File: src/rtl/cda_pkg.sv
// shared types, constants and month table for the calendar date advance unit
`timescale 1ns / 1ps
`default_nettype none
package cda_pkg;

  localparam int unsigned CDA_YEAR_BITS = 16;

  localparam int unsigned RESET_YEAR  = 2021;
  localparam logic [3:0]  RESET_MONTH = 4'd9;
  localparam logic [4:0]  RESET_DAY   = 5'd2;

  localparam int unsigned YEAR_MOD        = 400;
  localparam int unsigned CENTURY         = 100;
  localparam int unsigned MONTHS_PER_YEAR = 12;

  // floor(x / 12) = (x * RECIP12) >> RECIP_SHIFT, exact for x below 2^17
  localparam int unsigned CNT_W       = 16;
  localparam int unsigned RECIP_W     = 17;
  localparam logic [RECIP_W-1:0] RECIP12 = 17'd87382;
  localparam int unsigned RECIP_SHIFT = 20;
  localparam int unsigned PROD_W      = CNT_W + RECIP_W;
  localparam int unsigned Q_W         = PROD_W - RECIP_SHIFT;

  // days still to add never exceed the count plus one month of overshoot
  localparam int unsigned LEFT_W = CNT_W + 1;

  typedef enum logic [1:0] {
    ACT_SET    = 2'd0,
    ACT_DAYS   = 2'd1,
    ACT_MONTHS = 2'd2,
    ACT_YEARS  = 2'd3
  } cda_action_e;

  typedef struct packed {
    logic busy;
    logic done;
  } cda_mod_sts_t;

  function automatic logic [4:0] month_days(input logic leap, input logic [3:0] month);
    logic [4:0] len;
    case (month)
      4'd1, 4'd3, 4'd5, 4'd7, 4'd8, 4'd10, 4'd12: len = 5'd31;
      4'd4, 4'd6, 4'd9, 4'd11:                     len = 5'd30;
      4'd2:                                        len = leap ? 5'd29 : 5'd28;
      default:                                     len = 5'd0;
    endcase
    return len;
  endfunction

endpackage
`default_nettype wire

File: src/rtl/cda_in_if.sv
// command channel of the calendar date advance unit
`timescale 1ns / 1ps
`default_nettype none
interface cda_in_if;
  logic               valid;
  logic               ready;
  logic        [1:0]  action;
  logic signed [15:0] year_in;
  logic signed [4:0]  month_in;
  logic signed [5:0]  day_in;
  logic        [15:0] count;

  modport source (output valid, action, year_in, month_in, day_in, count, input ready);
  modport sink   (input valid, action, year_in, month_in, day_in, count, output ready);
endinterface
`default_nettype wire

File: src/rtl/cda_out_if.sv
// date result channel of the calendar date advance unit
`timescale 1ns / 1ps
`default_nettype none
interface cda_out_if;
  logic        valid;
  logic        ready;
  logic [15:0] year_out;
  logic [3:0]  month_out;
  logic [4:0]  day_out;

  modport source (output valid, year_out, month_out, day_out, input ready);
  modport sink   (input valid, year_out, month_out, day_out, output ready);
endinterface
`default_nettype wire

File: src/rtl/calendar_date_advance_unit.sv
// Gregorian date keeper: set date, add days, add months, add years
// path from accept to result valid: set date and add years go from idle straight to emit, add months
// runs the reciprocal multiply state and the month state before emit, and add days waits in the
// mod state on the year mod 400 unit and then steps one month per cycle before emit
// one item at a time: the next item is taken once the result sits in the output register
// reset is asynchronous: date returns to 2021-09-02 and the output register empties
`timescale 1ns / 1ps
`default_nettype none
module calendar_date_advance_unit
  import cda_pkg::*;
#(
  parameter int unsigned YEAR_BITS = CDA_YEAR_BITS
) (
  input  logic      clk_i,
  input  logic      rst_ni,
  cda_in_if.sink    in_i,
  cda_out_if.source out_o
);

  typedef enum logic [5:0] {
    ST_IDLE   = 6'b000001,
    ST_MUL    = 6'b000010,
    ST_MONTHS = 6'b000100,
    ST_MOD    = 6'b001000,
    ST_STEP   = 6'b010000,
    ST_EMIT   = 6'b100000
  } state_e;

  localparam logic [YEAR_BITS-1:0] YEAR_RST = YEAR_BITS'(RESET_YEAR);

  state_e               state_q, state_d;
  logic [YEAR_BITS-1:0] year_q, year_d;
  logic [3:0]           month_q, month_d;
  logic [4:0]           day_q, day_d;
  logic [LEFT_W-1:0]    left_q, left_d;
  logic [8:0]           yr400_q, yr400_d;
  logic [CNT_W-1:0]     cnt_q, cnt_d;
  logic [PROD_W-1:0]    prod_q, prod_d;
  logic                 ovalid_q, ovalid_d;
  logic [15:0]          oyear_q, oyear_d;
  logic [3:0]           omonth_q, omonth_d;
  logic [4:0]           oday_q, oday_d;

  logic         in_acc;
  logic         neg_load;
  logic         mod_start;
  cda_mod_sts_t mod_sts;
  logic [8:0]   mod_rem;

  // month step arithmetic
  logic [Q_W-1:0]    quot;
  logic [3:0]        rem12;
  logic [4:0]        msum;
  logic [4:0]        msum_m1;
  logic [Q_W-1:0]    yadd;

  // day step arithmetic
  logic              leap;
  logic              century;
  logic [4:0]        mlen;
  logic [LEFT_W:0]   dsum;

  assign in_acc   = in_i.valid && in_i.ready;
  assign in_i.ready = (state_q == ST_IDLE);
  assign neg_load = in_i.year_in[15] | in_i.month_in[4] | in_i.day_in[5];

  cda_yrmod #(
    .YEAR_BITS(YEAR_BITS)
  ) u_yrmod (
    .clk_i  (clk_i),
    .rst_ni (rst_ni),
    .start_i(mod_start),
    .year_i (year_q),
    .sts_o  (mod_sts),
    .rem_o  (mod_rem)
  );

  always_comb begin
    // count = 12 * quot + rem12, month + rem12 stays below 27
    quot    = prod_q[RECIP_SHIFT +: Q_W];
    rem12   = 4'(cnt_q - 16'({quot, 3'b000}) - 16'({quot, 2'b00}));
    msum    = {1'b0, month_q} + {1'b0, rem12};
    msum_m1 = msum - 5'd1;
    if (msum == 5'd0) begin
      yadd = (quot == '0) ? '0 : quot - Q_W'(1);
    end else if (msum_m1 >= 5'(2 * MONTHS_PER_YEAR)) begin
      yadd = quot + Q_W'(2);
    end else if (msum_m1 >= 5'(MONTHS_PER_YEAR)) begin
      yadd = quot + Q_W'(1);
    end else begin
      yadd = quot;
    end

    century = (yr400_q == 9'(CENTURY)) || (yr400_q == 9'(2 * CENTURY)) ||
              (yr400_q == 9'(3 * CENTURY));
    leap    = (year_q[1:0] == 2'b00) && !century;
    mlen    = month_days(leap, month_q);
    dsum    = (LEFT_W + 1)'(day_q) + (LEFT_W + 1)'(left_q);
  end

  always_comb begin
    state_d   = state_q;
    year_d    = year_q;
    month_d   = month_q;
    day_d     = day_q;
    left_d    = left_q;
    yr400_d   = yr400_q;
    cnt_d     = cnt_q;
    prod_d    = prod_q;
    ovalid_d  = ovalid_q;
    oyear_d   = oyear_q;
    omonth_d  = omonth_q;
    oday_d    = oday_q;
    mod_start = 1'b0;

    if (out_o.valid && out_o.ready) begin
      ovalid_d = 1'b0;
    end

    case (state_q)
      ST_IDLE: begin
        if (in_acc) begin
          cnt_d = in_i.count;
          case (cda_action_e'(in_i.action))
            ACT_SET: begin
              if (neg_load) begin
                year_d  = '0;
                month_d = '0;
                day_d   = '0;
              end else begin
                year_d  = YEAR_BITS'($unsigned(in_i.year_in));
                month_d = in_i.month_in[3:0];
                day_d   = in_i.day_in[4:0];
              end
              state_d = ST_EMIT;
            end
            ACT_DAYS: begin
              mod_start = 1'b1;
              left_d    = LEFT_W'(in_i.count);
              state_d   = ST_MOD;
            end
            ACT_MONTHS: begin
              state_d = ST_MUL;
            end
            ACT_YEARS: begin
              year_d  = year_q + YEAR_BITS'(in_i.count);
              state_d = ST_EMIT;
            end
            default: begin
              state_d = ST_IDLE;
            end
          endcase
        end
      end
      ST_MUL: begin
        prod_d  = PROD_W'(cnt_q) * PROD_W'(RECIP12);
        state_d = ST_MONTHS;
      end
      ST_MONTHS: begin
        year_d = year_q + YEAR_BITS'(yadd);
        if (msum == 5'(MONTHS_PER_YEAR)) begin
          month_d = 4'(MONTHS_PER_YEAR);
        end else if (msum >= 5'(2 * MONTHS_PER_YEAR)) begin
          month_d = 4'(msum - 5'(2 * MONTHS_PER_YEAR));
        end else if (msum >= 5'(MONTHS_PER_YEAR)) begin
          month_d = 4'(msum - 5'(MONTHS_PER_YEAR));
        end else begin
          month_d = msum[3:0];
        end
        state_d = ST_EMIT;
      end
      ST_MOD: begin
        if (mod_sts.done) begin
          yr400_d = mod_rem;
          state_d = ST_STEP;
        end
      end
      ST_STEP: begin
        if (dsum <= (LEFT_W + 1)'(mlen)) begin
          day_d   = dsum[4:0];
          state_d = ST_EMIT;
        end else begin
          // jump to day 1 of the next month, overshoot past the month end goes back into the count
          left_d = LEFT_W'(dsum - (LEFT_W + 1)'(mlen) - (LEFT_W + 1)'(1));
          day_d  = 5'd1;
          if (month_q == 4'(MONTHS_PER_YEAR - 1)) begin
            month_d = 4'(MONTHS_PER_YEAR);
          end else if (month_q >= 4'(MONTHS_PER_YEAR)) begin
            month_d = month_q - 4'(MONTHS_PER_YEAR - 1);
          end else begin
            month_d = month_q + 4'd1;
          end
          if (month_q >= 4'(MONTHS_PER_YEAR)) begin
            year_d = year_q + YEAR_BITS'(1);
            // year wrap or the end of a 400 year cycle restarts the 400 year count at zero
            if (year_q == '1 || yr400_q == 9'(YEAR_MOD - 1)) begin
              yr400_d = '0;
            end else begin
              yr400_d = yr400_q + 9'd1;
            end
          end
        end
      end
      ST_EMIT: begin
        if (!ovalid_q || out_o.ready) begin
          ovalid_d = 1'b1;
          oyear_d  = 16'(year_q);
          omonth_d = month_q;
          oday_d   = day_q;
          state_d  = ST_IDLE;
        end
      end
      default: begin
        state_d = ST_IDLE;
      end
    endcase
  end

  always_ff @(posedge clk_i or negedge rst_ni) begin
    if (!rst_ni) begin
      state_q  <= ST_IDLE;
      year_q   <= YEAR_RST;
      month_q  <= RESET_MONTH;
      day_q    <= RESET_DAY;
      ovalid_q <= 1'b0;
    end else begin
      state_q  <= state_d;
      year_q   <= year_d;
      month_q  <= month_d;
      day_q    <= day_d;
      ovalid_q <= ovalid_d;
    end
  end

  always_ff @(posedge clk_i) begin
    left_q   <= left_d;
    yr400_q  <= yr400_d;
    cnt_q    <= cnt_d;
    prod_q   <= prod_d;
    oyear_q  <= oyear_d;
    omonth_q <= omonth_d;
    oday_q   <= oday_d;
  end

  assign out_o.valid     = ovalid_q;
  assign out_o.year_out  = oyear_q;
  assign out_o.month_out = omonth_q;
  assign out_o.day_out   = oday_q;

`ifndef SYNTH
  a_years_add: assert property (@(posedge clk_i) disable iff (!rst_ni)
    (in_acc && in_i.action == ACT_YEARS) |=>
      year_q == $past(year_q + YEAR_BITS'(in_i.count)))
    else $error("add years result wrong");

  a_mod_wait: assert property (@(posedge clk_i) disable iff (!rst_ni)
    (state_q == ST_MOD) |-> (mod_sts.busy || mod_sts.done))
    else $error("waiting on idle mod unit");

  a_yr400_range: assert property (@(posedge clk_i) disable iff (!rst_ni)
    (state_q == ST_STEP) |-> (yr400_q < 9'(YEAR_MOD)))
    else $error("year mod 400 out of range");

  a_emit_only: assert property (@(posedge clk_i) disable iff (!rst_ni)
    $rose(out_o.valid) |-> $past(state_q == ST_EMIT))
    else $error("result raised outside emit");
`endif

endmodule
`default_nettype wire

File: src/rtl/cda_yrmod.sv
// year modulo 400 unit: reciprocal multiply for the quotient, then multiply back and subtract
`timescale 1ns / 1ps
`default_nettype none
module cda_yrmod
  import cda_pkg::*;
#(
  parameter int unsigned YEAR_BITS = CDA_YEAR_BITS
) (
  input  logic                 clk_i,
  input  logic                 rst_ni,
  input  logic                 start_i,
  input  logic [YEAR_BITS-1:0] year_i,
  output cda_mod_sts_t         sts_o,
  output logic [8:0]           rem_o
);

  // floor(y / 400) = floor((y >> 4) / 25), the quotient by 25 through a reciprocal
  localparam int unsigned M_W     = YEAR_BITS - 3;
  localparam int unsigned Y_SHIFT = YEAR_BITS + 1;
  localparam int unsigned YP_W    = 2 * YEAR_BITS - 7;
  localparam int unsigned YQ_W    = YEAR_BITS - 8;
  localparam logic [M_W-1:0] RECIP25 = M_W'(((64'd1 << Y_SHIFT) + 64'd24) / 64'd25);

  logic                 busy_q, busy_d;
  logic                 done_q, done_d;
  logic [YEAR_BITS-1:0] yr_q, yr_d;
  logic [YP_W-1:0]      prod_q, prod_d;
  logic [8:0]           rem_q, rem_d;
  logic [YQ_W-1:0]      quot;
  logic [YEAR_BITS-1:0] quot_x400;

  // on start the year is multiplied by the reciprocal; while busy the quotient is multiplied back by 400 and subtracted
  always_comb begin
    quot      = prod_q[Y_SHIFT +: YQ_W];
    quot_x400 = YEAR_BITS'({quot, 8'b0}) + YEAR_BITS'({quot, 7'b0}) +
                YEAR_BITS'({quot, 4'b0});
    busy_d    = busy_q;
    done_d    = 1'b0;
    yr_d      = yr_q;
    prod_d    = prod_q;
    rem_d     = rem_q;
    if (start_i) begin
      busy_d = 1'b1;
      yr_d   = year_i;
      prod_d = YP_W'(year_i[YEAR_BITS-1:4]) * YP_W'(RECIP25);
    end else if (busy_q) begin
      rem_d  = 9'(yr_q - quot_x400);
      busy_d = 1'b0;
      done_d = 1'b1;
    end
  end

  always_ff @(posedge clk_i or negedge rst_ni) begin
    if (!rst_ni) begin
      busy_q <= 1'b0;
      done_q <= 1'b0;
    end else begin
      busy_q <= busy_d;
      done_q <= done_d;
    end
  end

  always_ff @(posedge clk_i) begin
    yr_q   <= yr_d;
    prod_q <= prod_d;
    rem_q  <= rem_d;
  end

  assign sts_o.busy = busy_q;
  assign sts_o.done = done_q;
  assign rem_o      = rem_q;

endmodule
`default_nettype wire
File: src/flat_wrapper.sv
// flat-port wrapper written by rule: the top's interface ports become plain ports
module calendar_date_advance_unit_flat import cda_pkg::*;
#(
  parameter int unsigned YEAR_BITS = CDA_YEAR_BITS
)
  (clk_i, rst_ni, in_i_valid, in_i_action, in_i_year_in, in_i_month_in, in_i_day_in, in_i_count, in_i_ready, out_o_valid, out_o_year_out, out_o_month_out, out_o_day_out, out_o_ready);
  cda_in_if in_i_i ();
  cda_out_if out_o_i ();
  input  logic clk_i;
  input  logic rst_ni;
  input wire logic [$bits(in_i_i.valid)-1:0] in_i_valid;
  input wire logic [$bits(in_i_i.action)-1:0] in_i_action;
  input wire logic [$bits(in_i_i.year_in)-1:0] in_i_year_in;
  input wire logic [$bits(in_i_i.month_in)-1:0] in_i_month_in;
  input wire logic [$bits(in_i_i.day_in)-1:0] in_i_day_in;
  input wire logic [$bits(in_i_i.count)-1:0] in_i_count;
  output wire logic [$bits(in_i_i.ready)-1:0] in_i_ready;
  output wire logic [$bits(out_o_i.valid)-1:0] out_o_valid;
  output wire logic [$bits(out_o_i.year_out)-1:0] out_o_year_out;
  output wire logic [$bits(out_o_i.month_out)-1:0] out_o_month_out;
  output wire logic [$bits(out_o_i.day_out)-1:0] out_o_day_out;
  input wire logic [$bits(out_o_i.ready)-1:0] out_o_ready;
  assign in_i_i.valid = in_i_valid;
  assign in_i_i.action = in_i_action;
  assign in_i_i.year_in = in_i_year_in;
  assign in_i_i.month_in = in_i_month_in;
  assign in_i_i.day_in = in_i_day_in;
  assign in_i_i.count = in_i_count;
  assign in_i_ready = in_i_i.ready;
  assign out_o_valid = out_o_i.valid;
  assign out_o_year_out = out_o_i.year_out;
  assign out_o_month_out = out_o_i.month_out;
  assign out_o_day_out = out_o_i.day_out;
  assign out_o_i.ready = out_o_ready;
  calendar_date_advance_unit #(.YEAR_BITS(YEAR_BITS)) u_core (.clk_i(clk_i), .rst_ni(rst_ni), .in_i(in_i_i), .out_o(out_o_i));
endmodule
File: config.mk
export PLATFORM = sky130hd
export DESIGN_NAME = calendar_date_advance_unit_flat
export DESIGN_NICKNAME = d
export VERILOG_FILES = /design/src/rtl/cda_pkg.sv /design/src/rtl/cda_in_if.sv /design/src/rtl/cda_out_if.sv /design/src/rtl/calendar_date_advance_unit.sv /design/src/rtl/cda_yrmod.sv /design/src/flat_wrapper.sv
export SDC_FILE = /design/constraint.sdc
export NUM_CORES = 1
export LEC_CHECK = 0
export BUFFER_PORTS_ARGS = -buffer_cell sky130_fd_sc_hd__buf_2
export CORE_MARGIN = 5
export CORE_UTILIZATION = 50
export DETAILED_ROUTE_END_ITERATION = 10
export GPL_TIMING_DRIVEN = 0
export PLACE_DENSITY_LB_ADDON = 0.1
export SKIP_LAST_GASP = 1
export SLEW_MARGIN = 20
export SYNTH_ARGS = -nofsm -noshare
export SYNTH_HDL_FRONTEND = slang
export SYNTH_SLANG_ARGS = --single-unit
export TNS_END_PERCENT = 1
File: constraint.sdc
create_clock -name clk_i -period 6 [get_ports clk_i]
set_clock_uncertainty 0.2 [all_clocks]
set_input_delay 1.2 -clock clk_i [delete_from_list [all_inputs] [get_ports clk_i]]
set_output_delay 1.2 -clock clk_i [all_outputs]
set_load 0.005 [all_outputs]
==> summary.txt, run 1 <==
Run
  • Max Cap Viol: 0

Cells and area
  • Share of the core filled with cells: 56.7%
  • Finished Layout Cells: 2171
  • Area of the multi-input gates: 0.0111 mm2
  • Synthesis-to-layout area growth: 11.9%
  • Share of layout cells above drive strength 1: 12.2%
  • Filler cells: 2817
  • N_diodes: 0
  • Fin nets: 2205
  • FF/Latch Area: 0.00396 mm2
  • Finished Cell Area: 0.0179 mm2

GRT
  • Total GRT Usage: 23.7%
  • Pin count of the biggest net entering global routing: 35
  • Initial antenna violation count: 1
  • First-pass GRT wire length: 66500 um
  • GRT overflow: 0
  • Vias in the first global route: 12506

Yosys
  • Ys async rst share: 24.8%
  • Mapped Area: 0.0160 mm2
  • FF+latch count, synth: 137
  • Mapped Cells: 1640
  • Count of unique library cells instantiated by Yosys: 83
  • Synthesis Warnings: 0
  • Syn nets: 2089
  • Post-synth EDFFs: 103
  • Primary FF master, synth: edfxtp_1
  • Syn Area/Cell: 9.74 um2
  • Register area share after synthesis: 24.8%

Placement
  • Area after DPL: 0.0169 mm2
  • Final GP Congestion: 0.926
  • IO buf count: 75
  • Number of cells after detailed placement: 2120
  • Detail Placement HPWL: 34100 um

Floorplan
  • Die ar.: 0.0356 mm2
  • IO Pins: 76
  • Core footprint: 0.0316 mm2
  • Initial Utilization: 50.6%
  • Die width: 189 um
  • Die Y: 189 um
  • Row count: 65

CTS
  • Hold-fix buffers, CTS: 0
  • Worst-case clock buffer depth: 2
  • Clk_lat worst skew: 0.43 ns
  • CTS root buf: clkbuf_16
  • Total CTS buffers: 17
  • TritonCTS clock tree: built
  • Maximum level of the CTS H-tree: 4
  • CTS sink cnt: 137
  • Clock Pin Slew Worst Setup and Hold Paths: 0.07 ns

Worst setup path
  • Crit Path Max Fanout: 5
  • Arrival @ worst endpoint: 5.92 ns
  • Most used cell, CP: fa_1
  • CP max stage delay: 0.56 ns
  • CP required: 5.98 ns
  • Worst Setup Path Type: flip-flop to flip-flop
  • Crit path capture type: flip-flop
  • Crit path launch type: flip-flop
  • Cells along the critical path: buf_4, ha_4, inv_1, fa_1, fa_1, inv_1, fa_1, fa_1, fa_1, ha_2, nand4_1, buf_4, nor3_2, o311a_4, o21ai_4, a21oi_2, or3_4, a21oi_2, xnor2_1
  • Max stage delay cell, worst path: fa_1

Detailed routing
  • Vias per cell: 5.72
  • DR DRC count: 0
  • Number of nets still failing antenna checks after routing: 0
  • Routed vias: 12421
  • Drt total wl: 42000 um
  • Post-DR wirelength/cell: 19.4 um
  • Drt initial violations: 800
  • Detailed Routing Iterations Pass 1: 5

Timing
  • Worst-Margin Slew: 0.890 ns
  • Max_slew headroom: 40.7%
  • Unrepaired setup endpoints after global routing: true
  • Period utilization: 99.1%
  • Max Slew Vio Count: 0
  • Period minus WS final: 5.94 ns
  • Peak Freq: 168 MHz
  • Final setup viols: 0
  • Fin. Hold Viols: 0

Run status
  • Status: finished, final reports clean

Worst hold path
  • Hold Path Class: flip-flop to flip-flop
[cells in the mapped netlist (17+ instances only)]
cell / instances / area (um2)
inv_1: 272 / 1020
ha_1: 268 / 3350
fa_1: 132 / 2640
nand2_1: 106 / 398
edfxtp_1: 103 / 3090
nor2_1: 98 / 368
a21oi_1: 78 / 390
o21ai_0: 73 / 365
xnor2_1: 47 / 412
nand3_1: 45 / 225
nor3_1: 35 / 175
xor2_1: 31 / 272
clkbuf_1: 23 / 86.3
dfrtp_1: 22 / 551
a21o_1: 21 / 158
nand4_1: 19 / 119
nand2b_1: 18 / 113
or3_1: 17 / 106
[worst max-delay path, delay by kind of cell (launching register included)]
kind / cells / cell delay [ns]
AO/OA/AOI/OAI: 4 / 0.64
adder cells (fa/ha/maj): 7 / 3.20
buffers and inverters: 4 / 0.48
AND/OR/NAND/NOR: 3 / 0.51
flip-flops: 1 / 0.50
XOR/XNOR: 1 / 0.14
[metal layers]
layer / wire [um] / global-route usage [%]
met1: 19000 / 32.4
met2: 20200 / 40.3
met3: 1870 / 2.98
met4: 981 / 6.14
met5: 0 / 0
[worst paths after layout]
kind	cells past startpoint	end	from	slack (ns)
max reg2reg	19	u_core.prod_q[31]	u_core.cnt_q[3]	0.06
min in group asynchronous	1	u_core.day_q[4]	rst_ni	0.68
min	0	u_core.u_yrmod.rem_o[0]	u_core.u_yrmod.yr_q[0]	0.22
max in group asynchronous	1	u_core.year_q[13]	rst_ni	4.35
min reg2reg	0	u_core.u_yrmod.rem_o[0]	u_core.u_yrmod.yr_q[0]	0.22
max	19	u_core.prod_q[31]	u_core.cnt_q[3]	0.06
[cell families (layout without fill, tap and decap cells)]
kind of cell | after synthesis | after routing | share of synthesized area [%]
compound gates | 308 | 308 | 12.8
xor+xnor | 79 | 79 | 4.38
fa+ha+maj | 400 | 400 | 37.5
buf+inv | 299 | 428 | 7.09
flops | 137 | 137 | 24.8
mux | 18 | 18 | 1.25
simple gates | 399 | 399 | 12.2
[registers in the layout, summed over array words and instances (netlist names), 9 cells and up]
name / flops
u_core.prod_q: 13
u_core.year_q: 16
u_core.u_yrmod.yr_q: 9
u_core.out_o.year_out: 16
u_core.left_q: 17
u_core.yr400_q: 9
u_core.cnt_q: 16
u_core.u_yrmod.rem_o: 9
[through the flow]
step                      worst slack [ns]  setup TNS (ns)  hold slack (ns)
after floorplan                      0.302               0            0.200
after global placement              -0.541           -3.38            0.204
after detailed placement            -0.625           -4.22            0.206
after CTS                           -0.250           -1.52            0.220
after global routing                -0.161          -0.765            0.227
final                               0.0553               0            0.220
[placed cells by master (no fill, tap or decap), types with 16 or more instances in the layout]
cell and instances:
buf_4 20, nand2_1 105, clkbuf_1 21, a21oi_1 71
nand2b_1 18, or3_1 16, a21o_1 21, edfxtp_1 103
nor2_1 95, clkbuf_16 17, nand3_1 45, xnor2_1 46
ha_1 264, buf_2 77, o21ai_0 68, inv_1 272
dfrtp_1 22, nand4_1 19, xor2_1 31, nor3_1 34
fa_1 131
[layout make-up]
cell class,count,area share (%)
multi-input combinational,1204,62.1
timing repair buffer,98,3.20
sequential,137,22.1
buffer,26,0.609
inverter,272,5.71
clock inverter,15,1.03
tap,402,2.81
clock buffer,17,2.38
[repair_timing]
action                                 4_1_cts  5_1_grt
resized for setup                            6       42
buffers inserted                             0       20
setup endpoints to repair                   18       22
pin swaps                                    0        7
endpoints found under the hold margin        0        0
cloned                                       0        0
Power of run 1 is left out: the tool's default activity adds up to more than one toggle a clock period on the data nets, which glitch-free logic cannot reach.
==> run 2, diff against run 1 <==
--- a/config.mk
+++ b/config.mk
@@ -7,7 +7,7 @@
 export LEC_CHECK = 0
 export BUFFER_PORTS_ARGS = -buffer_cell sky130_fd_sc_hd__buf_2
 export CORE_MARGIN = 5
-export CORE_UTILIZATION = 50
+export CORE_UTILIZATION = 58
 export DETAILED_ROUTE_END_ITERATION = 10
 export GPL_TIMING_DRIVEN = 0
 export PLACE_DENSITY_LB_ADDON = 0.1
==> run 2 against run 1 <==
Sequential share of layout area hardly changed. Fmax is 0.74% higher. Critical endpoint unchanged. Critical path type unchanged. First-iteration DRC count is 8.9% higher. Final cell count is 2.6% lower. Highest routed layer unchanged. Cell area is 0.22% lower. Die area is 13% lower. Clock-buffer cell count stayed put. Via count is 0.28% higher.
==> summary.txt, run 2 (synthesis gave the netlist of run 1 again) <==
Detailed routing
  • Vias per cell: 5.89 (+3.0%)
  • Routed vias: 12456 (+0.28%)
  • Detailed Routing Iterations Pass 1: 5 (unchanged)
  • Number of nets still failing antenna checks after routing: 0 (unchanged)
  • Drt initial violations: 871 (+8.9%)
  • DR DRC count: 0 (unchanged)
  • Drt total wl: 41100 um (-2.3%)
  • Post-DR wirelength/cell: 19.4 um (+0.33%)

Worst hold path
  • Hold Path Stages: 0 (unchanged)
  • Hold Path Class: flip-flop to flip-flop

CTS
  • CTS root buf: clkbuf_16
  • Clock Pin Slew Worst Setup and Hold Paths: 0.07 ns (about the same)
  • TritonCTS clock tree: built
  • Clk_lat worst skew: 0.44 ns (about the same)
  • Total CTS buffers: 17 (unchanged)
  • Worst-case clock buffer depth: 2 (unchanged)
  • CTS sink cnt: 137 (unchanged)
  • Maximum level of the CTS H-tree: 4 (unchanged)

Timing
  • Period minus WS final: 5.90 ns (-0.0435 ns)
  • Unrepaired setup endpoints after global routing: true
  • Fin. Hold Viols: 0 (unchanged)
  • Period utilization: 98.4% (-0.73 points)
  • Final setup viols: 0 (unchanged)
  • Setup ws final: 0.0989 ns (+0.0435 ns)
  • Max_slew headroom: 37.3% (-3.4 points)
  • Max Slew Vio Count: 0 (unchanged)
  • Peak Freq: 169 MHz (+0.74%)
  • Worst-Margin Slew: 0.935 ns (+0.0450 ns)

Floorplan
  • IO Pins: 76 (unchanged)
  • Die ar.: 0.0310 mm2 (-13%)
  • Die width: 176 um (-6.8%)
  • Core footprint: 0.0270 mm2 (-14%)
  • Initial Utilization: 59.1% (+8.5 points)
  • Die Y: 176 um (-6.8%)
  • Row count: 60 (-7.7%)

Cells and area
  • N_diodes: 0 (unchanged)
  • Largest reg by FF count: u_core.left_q
  • Synthesis-to-layout area growth: 11.7%
  • Commonest non-fill, non-tap cell in the layout: inv_1
  • Finished Layout Cells: 2114 (-2.6%)
  • Fin nets: 2209 (+0.18%)
  • Share of layout cells above drive strength 1: 12.6% (+0.37 points)
  • Most frequent cells in the layout: 272 x inv_1, 260 x ha_1, 131 x fa_1
  • Max reg flops: 17 (unchanged)
  • Share of the core filled with cells: 66.0% (+9.4 points)

Worst setup path
  • RR Endpoint: u_core.prod_q[31]
  • R2r setup slk: 0.1 ns (+0.04 ns)
  • Arrival @ worst endpoint: 5.88 ns (-0.04 ns)
  • CP endpoint: u_core.prod_q[31]
  • R2R depth: 18 (-1)
  • Worst r2r src: u_core.cnt_q[2]
  • Crit path capture type: flip-flop
  • CP required: 5.98 ns (about the same)
  • Critical path launch point: u_core.cnt_q[2]
  • Crit path launch type: flip-flop
  • Crit Path Max Fanout: 5 (unchanged)
  • Worst Setup Path Type: flip-flop to flip-flop

Placement
  • Final GP Congestion: 0.916 (-1.0%)
  • IO buf count: 75 (unchanged)
  • Placement Setup Slack: -0.551 ns (+0.0741 ns)
  • Number of cells after detailed placement: 2059 (-2.9%)
  • Detail Placement HPWL: 33000 um (-3.3%)

GRT
  • Pin count of the biggest net entering global routing: 35 (unchanged)
  • First-pass GRT wire length: 64700 um (-2.7%)
  • Total GRT Usage: 26.5% (+2.8 points)
  • GRT overflow: 0 (unchanged)
  • Initial antenna violation count: 0 (-1)
  • Vias in the first global route: 12477 (-0.23%)

Run
  • Max Cap Viol: 0 (unchanged)

Run status
  • Status: finished, final reports clean
-- run 2: changes by cell type in the layout (fill, tap and decap cells not counted), moves of 3 or more --
| cell | change |
|---|---|
| ha_1 | -4 |
| inv_6 | +3 |
| buf_4 | +4 |
| ha_4 | +5 |
-- run 2: worst max-delay path: stages, from the launching register on --
cell	delay, ns
edfxtp_1	0.50
buf_4	0.19
ha_4	0.17
inv_1	0.08
fa_1	0.45
fa_1	0.55
inv_1	0.05
fa_1	0.51
fa_1	0.54
fa_1	0.49
ha_1	0.33
nand4_1	0.21
nor3_2	0.23
o311a_1	0.37
o21ai_4	0.11
a21oi_1	0.23
or3_1	0.21
a21oi_2	0.08
xnor2_1	0.14
-- run 2: worst min path at each step --
stage	from	end
global route	u_core.u_yrmod.yr_q[2]	u_core.u_yrmod.rem_o[2]
CTS	u_core.u_yrmod.yr_q[3]	u_core.u_yrmod.rem_o[3]
floorplan	u_core.u_yrmod.yr_q[0]	u_core.u_yrmod.rem_o[0]
finish	u_core.u_yrmod.yr_q[2]	u_core.u_yrmod.rem_o[2]
global placement	u_core.u_yrmod.yr_q[3]	u_core.u_yrmod.rem_o[3]
detailed placement	u_core.u_yrmod.yr_q[3]	u_core.u_yrmod.rem_o[3]
-- run 2: per-stage QoR --
stage               hold slack [ns]  cell area [um2]  setup TNS (ns)
detailed placement            0.207            16800           -2.90
finish                        0.222            17800               0
CTS                           0.225            17500          -0.176
global route                  0.236            17800          -0.470
global placement              0.204            16800           -1.93
floorplan                     0.200            16000               0
-- run 2: routing by layer --
layer | wire length, um | global-route usage, %
met1 | 17500 | 35.0
met2 | 19600 | 44.3
met3 | 2750 | 5.14
met4 | 1200 | 8.67
met5 | 0 | 0
-- run 2: final cells by class --
type,count,area [um2]
timing repair buffer,102,599
sequential,137,3960
clock buffer,17,425
buffer,26,109
fill,2174,9180
multi-input combinational,1204,11200
inverter,272,1020
tap,341,427
clock inverter,15,141
-- run 2: repair_timing --
| action | in CTS | in global routing |
|---|---|---|
| hold buffers | 0 | 0 |
| gates resized for setup | 11 | 40 |
| pin swaps | 1 | 8 |
| buffers inserted | 5 | 19 |
| setup endpoints to repair | 15 | 18 |
Power of run 2 is left out for the same reason.
